===== src/hdl/tpq_pkg.sv =====
`default_nettype none
// ----------------------------------------------------------------------------
// tpq_pkg: shared types and constants of the triangle pair quad merger
// Face direction codes, fixed field widths and the pair selection record.
// ----------------------------------------------------------------------------
package tpq_pkg;

  localparam int TOL_W        = 8;
  localparam int FACE_DIR_W   = 3;
  localparam int TRI_VERTS    = 3;
  localparam int QUAD_VERTS   = 4;
  localparam int VIDX_W       = $clog2(TRI_VERTS);
  localparam int BEAT_W       = $clog2(QUAD_VERTS);

  localparam logic [BEAT_W-1:0] QUAD_LAST_BEAT = BEAT_W'(QUAD_VERTS - 1);

  localparam logic [FACE_DIR_W-1:0] DIR_UP    = 3'd0;
  localparam logic [FACE_DIR_W-1:0] DIR_DOWN  = 3'd1;
  localparam logic [FACE_DIR_W-1:0] DIR_POS_Z = 3'd2;
  localparam logic [FACE_DIR_W-1:0] DIR_NEG_Z = 3'd3;
  localparam logic [FACE_DIR_W-1:0] DIR_POS_X = 3'd4;
  localparam logic [FACE_DIR_W-1:0] DIR_NEG_X = 3'd5;

  // How a held triangle and a new one combine into a quad.
  typedef struct packed {
    logic              merged;
    logic [VIDX_W-1:0] ua;
    logic [VIDX_W-1:0] an;
    logic [VIDX_W-1:0] an2;
    logic [VIDX_W-1:0] ub;
    logic              bfirst;
  } tpq_sel_t;

  // Next vertex index around a triangle.
  function automatic logic [VIDX_W-1:0] next3(input logic [VIDX_W-1:0] idx);
    logic [VIDX_W-1:0] r;
    unique case (idx)
      2'd0:    r = 2'd1;
      2'd1:    r = 2'd2;
      default: r = 2'd0;
    endcase
    return r;
  endfunction

endpackage
`default_nettype wire


===== src/hdl/tpq_pair_match.sv =====
`default_nettype none
// ----------------------------------------------------------------------------
// tpq_pair_match: shared vertex search between two triangles
// Finds the matching vertices within tolerance and picks the quad order.
// ----------------------------------------------------------------------------
module tpq_pair_match #(
  parameter int COORD_WIDTH = 16
) (
  input  wire logic [3*COORD_WIDTH-1:0]   held_v [tpq_pkg::TRI_VERTS],
  input  wire logic [3*COORD_WIDTH-1:0]   cur_v  [tpq_pkg::TRI_VERTS],
  input  wire logic [tpq_pkg::TOL_W-1:0]  tolerance,
  output tpq_pkg::tpq_sel_t               sel
);

  localparam int VW = tpq_pkg::VIDX_W;

  logic [tpq_pkg::TRI_VERTS-1:0] close_m [tpq_pkg::TRI_VERTS];
  logic [tpq_pkg::TRI_VERTS-1:0] found;
  logic [VW-1:0]                 first_ib [tpq_pkg::TRI_VERTS];
  logic [1:0]                    ns;
  logic [VW-1:0]                 sb0;
  logic [VW-1:0]                 sb1;
  logic [VW-1:0]                 ua;
  logic [VW-1:0]                 ub;
  logic [VW-1:0]                 an;

  // A coordinate pair is close when the magnitude of its difference does not
  // exceed the tolerance.
  function automatic logic coord_close(input logic [COORD_WIDTH-1:0] p,
                                       input logic [COORD_WIDTH-1:0] q,
                                       input logic [tpq_pkg::TOL_W-1:0] tol);
    logic signed [COORD_WIDTH:0] d;
    logic [COORD_WIDTH:0]        mag;
    d   = $signed({p[COORD_WIDTH-1], p}) - $signed({q[COORD_WIDTH-1], q});
    mag = d[COORD_WIDTH] ? (COORD_WIDTH + 1)'(0) - d : d;
    return mag <= {{(COORD_WIDTH + 1 - tpq_pkg::TOL_W){1'b0}}, tol};
  endfunction

  always_comb begin
    for (int ia = 0; ia < tpq_pkg::TRI_VERTS; ia++) begin
      for (int ib = 0; ib < tpq_pkg::TRI_VERTS; ib++) begin
        close_m[ia][ib] =
          coord_close(held_v[ia][COORD_WIDTH-1:0], cur_v[ib][COORD_WIDTH-1:0], tolerance) &&
          coord_close(held_v[ia][2*COORD_WIDTH-1:COORD_WIDTH],
                      cur_v[ib][2*COORD_WIDTH-1:COORD_WIDTH], tolerance) &&
          coord_close(held_v[ia][3*COORD_WIDTH-1:2*COORD_WIDTH],
                      cur_v[ib][3*COORD_WIDTH-1:2*COORD_WIDTH], tolerance);
      end
    end
  end

  // Each held vertex takes the first new vertex that it matches.
  always_comb begin
    for (int ia = 0; ia < tpq_pkg::TRI_VERTS; ia++) begin
      found[ia]    = |close_m[ia];
      first_ib[ia] = '0;
      for (int ib = tpq_pkg::TRI_VERTS - 1; ib >= 0; ib--) begin
        if (close_m[ia][ib]) begin
          first_ib[ia] = VW'(ib);
        end
      end
    end
  end

  always_comb begin
    ns  = '0;
    sb0 = '0;
    sb1 = '0;
    ua  = '0;
    for (int ia = 0; ia < tpq_pkg::TRI_VERTS; ia++) begin
      if (found[ia]) begin
        if (ns == 2'd0) begin
          sb0 = first_ib[ia];
        end else if (ns == 2'd1) begin
          sb1 = first_ib[ia];
        end
        ns = ns + 2'd1;
      end else begin
        ua = VW'(ia);
      end
    end
    ub = '0;
    for (int ib = tpq_pkg::TRI_VERTS - 1; ib >= 0; ib--) begin
      if (VW'(ib) != sb0 && VW'(ib) != sb1) begin
        ub = VW'(ib);
      end
    end
  end

  assign an         = tpq_pkg::next3(ua);
  assign sel.merged = (ns == 2'd2);
  assign sel.ua     = ua;
  assign sel.an     = an;
  assign sel.an2    = tpq_pkg::next3(an);
  assign sel.ub     = ub;
  assign sel.bfirst = close_m[an][tpq_pkg::next3(ub)];

endmodule
`default_nettype wire


===== config.mk =====
export PLATFORM = sky130hd
export DESIGN_NAME = tpq_pair_match
export DESIGN_NICKNAME = d
export VERILOG_FILES = /design/src/hdl/tpq_pkg.sv /design/src/hdl/tpq_pair_match.sv
export SDC_FILE = /design/constraint.sdc
export NUM_CORES = 2
export LEC_CHECK = 0
export ABC_AREA = 1
export BUFFER_PORTS_ARGS = -buffer_cell sky130_fd_sc_hd__buf_2
export CAP_MARGIN = 20
export CORE_ASPECT_RATIO = 0.75
export CORE_MARGIN = 2
export CORE_UTILIZATION = 50
export DETAILED_ROUTE_END_ITERATION = 8
export PLACE_DENSITY = 0.68
export REMOVE_ABC_BUFFERS = 1
export SLEW_MARGIN = 20
export SYNTH_ARGS = -nofsm -noshare
export SYNTH_HDL_FRONTEND = slang
export SYNTH_SLANG_ARGS = --single-unit

===== constraint.sdc =====
create_clock -name vclk -period 8.13
set_clock_uncertainty 0.15 [all_clocks]
set_input_delay 1.2195 -clock vclk [all_inputs]
set_output_delay 1.2195 -clock vclk [all_outputs]
set_load 0.01 [all_outputs]

=== Word-level counts from Yosys, hierarchy flattened ===
Index checks and enable logic that the tools add are counted.

* Flip-flop bits (word level): 0
* Latch bits: 0
* Memory bits (writable): 0
* Memory bits (read-only): 0
* Bits of input ports: 296
* Word-level logic and storage cells: 190
* Memories: 0

* Add/sub/neg operators: 56
* Multipliers: 0
* Div/mod/pow operators: 0
* Magnitude comparators: 29
* Equality and inequality tests: 10
* Shift-type cells: 0
* Mux-type cells: 63
* Bitwise gates (word level): 1
* Reductions and logical operators: 31

{| class="wikitable"
|+ Operators with widths
! kind !! number
|-
| 17-bit by 8-bit <= comparator with 1-bit output || 27
|-
| 17-bit two-way mux || 27
|-
| 1-bit by 17-bit subtractor with 17-bit output (first input constant) || 27
|-
| 16-bit by 16-bit subtractor with 17-bit output || 27
|-
| 2-bit two-way mux || 26
|-
| 1-bit logical AND || 21
|-
| 2-bit one-hot mux with 2 select lines || 3
|-
| 2-bit by 1-bit == test with 1-bit output (second input constant) || 5
|-
| 2-bit zero test || 5
|-
| 3-bit OR reduction || 3
|-
| 3-bit binary-select mux with 2-bit select || 1
|-
| 3-bit two-way mux || 2
|-
| 2-bit by 1-bit adder with 2-bit output (second input constant) || 2
|-
| 1-bit by 2-bit inequality test with 1-bit output (first input constant) || 2
|-
| 2-bit inequality test (first input constant) || 2
|-
| 2-bit nonzero test || 2
|-
| 3-bit >= comparator (second input constant) || 1
|-
| 2-bit by 3-bit < comparator with 1-bit output (second input constant) || 1
|-
| 1-bit two-way mux || 3
|-
| 2-bit NOT with 3-bit output || 1
|-
| 1-bit binary-select mux with 2-bit select || 1
|-
| 2-bit == test (second input constant) || 1
|}

=== Logic depth before layout (Yosys ltp) ===
* Word-level depth: 24
* Mapped depth: 48

=== Worst setup path before layout ===
No wires, ideal clock.

* Path kind: input port to output port
* Start: input held_v[80] (netlist bit)
* End: output sel[0] (netlist bit)
* Arrival: 5,877 ps
* Required time: 6,760 ps
* Slack: 884 ps
* Stages on the path: 44
* Buffers on the path: 1
* Path through: inv_1 -> ha_1 -> inv_1 -> fa_1 -> nand3_1 -> nand2_1 -> nand3_1 -> nand2_1 -> nand3_1 -> nand3_1 -> nand2_2 -> buf_2 -> inv_1 -> a21oi_1 -> xor2_1 -> inv_1 -> ha_1 -> a21o_1 -> (+8 left out) -> nor2_1 -> nand2_1 -> nor2_1 -> nand2_1 -> nor2_1 -> nand2_1 -> nor2_1 -> nand3_1 -> nand3_2 -> inv_2 -> ha_1 -> nor2_1 -> inv_1 -> o21a_4 -> nand2_2 -> nand2_1 -> nand3_1 -> nand2_1

{| class="wikitable"
|+ RTL lines
! element !! line !! source
|-
| start: declaration || tpq_pair_match.sv:9 || <nowiki>input wire logic [3*COORD_WIDTH-1:0] held_v [tpq_pkg::TRI_VERTS],</nowiki>
|-
| end: declaration || tpq_pair_match.sv:12 || <nowiki>output tpq_pkg::tpq_sel_t sel</nowiki>
|}

==> summary.txt <==
Largest net degree at the start of global routing: 28
Fillcell total: 9,463
Vias per inst: 5.56
Vias: 57.1k
Int Pwr: 1.90 mW
Total die area: 0.0910 mm²
CP Launch Type: primary input
Total track usage: 40.3%
Area contributors post-synth: nand2_1, ha_1, inv_1, nand3_1, nor2_1
DP HPWL: 170,000 µm
Top cell type's share of synthesized area: 26.8%
Die Span Y: 262 µm
Most frequent cells in the layout: nand2_1, inv_1, nor2_1
Cell Area, Synth: 0.0443 mm²
Worst hold path class: in -> out
Port bufs: 306
Leakage power: 29.9 nW
GRT overflow: 0
Max_slew headroom: 26.7%
Final period utilization: 96.0%
Power share of the clock group: 0%
CP Class: in -> out
Drt wl/cell: 18.8 µm
Met1 Use GR: 58.3%
Placement Setup Slack: 34.1 ps
Cell Rows: 94
DR iter-0 viols: 6,980
Final Wtd Congestion: 1.07
Slowest CP cell: ha_2
Synth Area per Inst: 5.10 µm²
Met3 Usage GRT: 8.87%
Worst-path fanout max: 6
Die X: 348 µm
Most Crowded Layer GR: met2
Crit path capture: sel[0]
DRT Wirelength: 194,000 µm
Fin nets: 10.1k
I/O Pins: 306
Synth area leader: nand2_1
Max Cap Viol: 0
FFs & Latches: 0
First-pass GRT wire length: 285,000 µm
Post-CTS Hold Fix Bufs: 0
Syn. warnings: 0
Switching pwr: 3.77 mW
Register Area: 0 µm²
Status: finished, final reports clean
Comb pwr share: 100.0%
PwrDens: 116 mW/mm²
Worst Tran Pin Value: 1100 ps
DP Area: 0.0480 mm²
Final-report hold violation count: 0
Sw frac: 66.5%
Worst Path Required: 6760 ps
Most frequent CP cell: nand2_1
DR pass1 iterations: 8
Core Area: 0.0877 mm²
Max Freq: 128 MHz
Critical Path Sink Type: output port
Unique masters post-synth: 57
Antenna violations before repair: 11
Fin crit period: 7800 ps
CP peak stage delay: 320 ps
VDD IR max: 0.0624 mV
Worst setup startpoint: cur_v[93]
Max-slew violations: 0
Proportion of synthesized chip area in sequential cells: 0%
Utilization after layout: 55.8%
Sequential power share: 0%
CP arrival: 6430 ps
Vias in the first global route: 48.8k
DRC violations left: 0
Setup ws final: 328 ps
Final Instance Area: 0.0490 mm²
DRT antenna net count: 0
CLK BUF: 0
Layout cells sized above 1: 8.70%
Initial Util: 50.5%
M2 GR Usage: 58.9%
Commonest non-fill, non-tap cell in the layout: nand2_1
Syn Inst Count: 8,694
Area Growth Syn to Fin: 10.5%
Setup violations, final: 0
[worst min path at each step]
stage | start | endpoint | slack, ps | cells past startpoint
2_1_floorplan | held_v[94] | sel[0] | 3060 | 10
4_1_cts | held_v[47] | sel[2] | 3750 | 10
3_3_place_gp | held_v[41] | sel[8] | 3750 | 13
3_5_place_dp | held_v[47] | sel[2] | 3740 | 10
6_report | held_v[14] | sel[8] | 3760 | 13
5_1_grt | held_v[47] | sel[3] | 3860 | 10
[kinds of logic after synthesis]
kind of cell | count (synthesis) | share of synthesized area, %
buf+inv | 1570 | 13.6
fa+ha+maj | 704 | 20.3
compound gates | 747 | 9.19
xor+xnor | 258 | 5.28
simple gates | 5415 | 51.6
[power by group through the flow]
stage                     sequential (mW)     clock, mW  combinational [mW]
after global placement                  0             0                5.28
after detailed placement                0             0                5.38
final                                   0  0.0000000461                5.68
after global routing                    0  0.0000000329                6.31
after floorplan                         0             0                3.78
after CTS                               0             0                5.41
[area by class of cell]
cell class / count / area (µm²) / share of cell area (%)
timing repair buffer: 475 / 2940 / 6.01
tap: 1152 / 1440 / 2.94
inverter: 1525 / 5800 / 11.8
multi-input combinational: 7124 / 38800 / 79.2
antenna: 3 / 7.51 / 0.0153
[stage by stage]
stage                     hold WS [ps]  power, mW  cells  TNS [ps]
final                             3760       5.68  10300         0
after global placement            3750       5.28  10200         0
after detailed placement          3740       5.38  10200         0
after global routing              3860       6.31  10300     -64.8
after floorplan                   3060       3.78   8649         0
after CTS                         3750       5.41  10200         0
[synth_stat cells, types with 16 or more instances]
cell type	number
a21o_1	17
a21oi_1	415
and2_1	16
buf_2	26
fa_1	27
ha_1	677
inv_1	1500
inv_2	23
nand2_1	3160
nand2_2	62
nand3_1	827
nand3b_1	118
nand4_1	213
nor2_1	891
nor2_2	35
nor3_1	61
o21ai_0	203
o21bai_1	43
xnor2_1	66
xor2_1	183
[critical path, delay by kind of cell]
family                     cells  cell delay, ps
buffers and inverters         11            1370
and+or+nand+nor               19            1840
xor gates and xnor gates       1             170
AOI/OAI and AO/OA              8            1030
adders and majority gates      3             780
[routing by layer]
metal	vias to the layer above	part of all wire, %
li1	28500	-
met1	25600	45
met2	2727	39
met3	333	13
met4	16	3.6
met5	-	0.15
[timing repair]
item	4_1_cts	5_1_grt
endpoints found under the setup margin	0	4
setup buffers	0	31
gates resized for setup	0	187
endpoints found under the hold margin	0	0
Power figures use the tool's default switching activity.
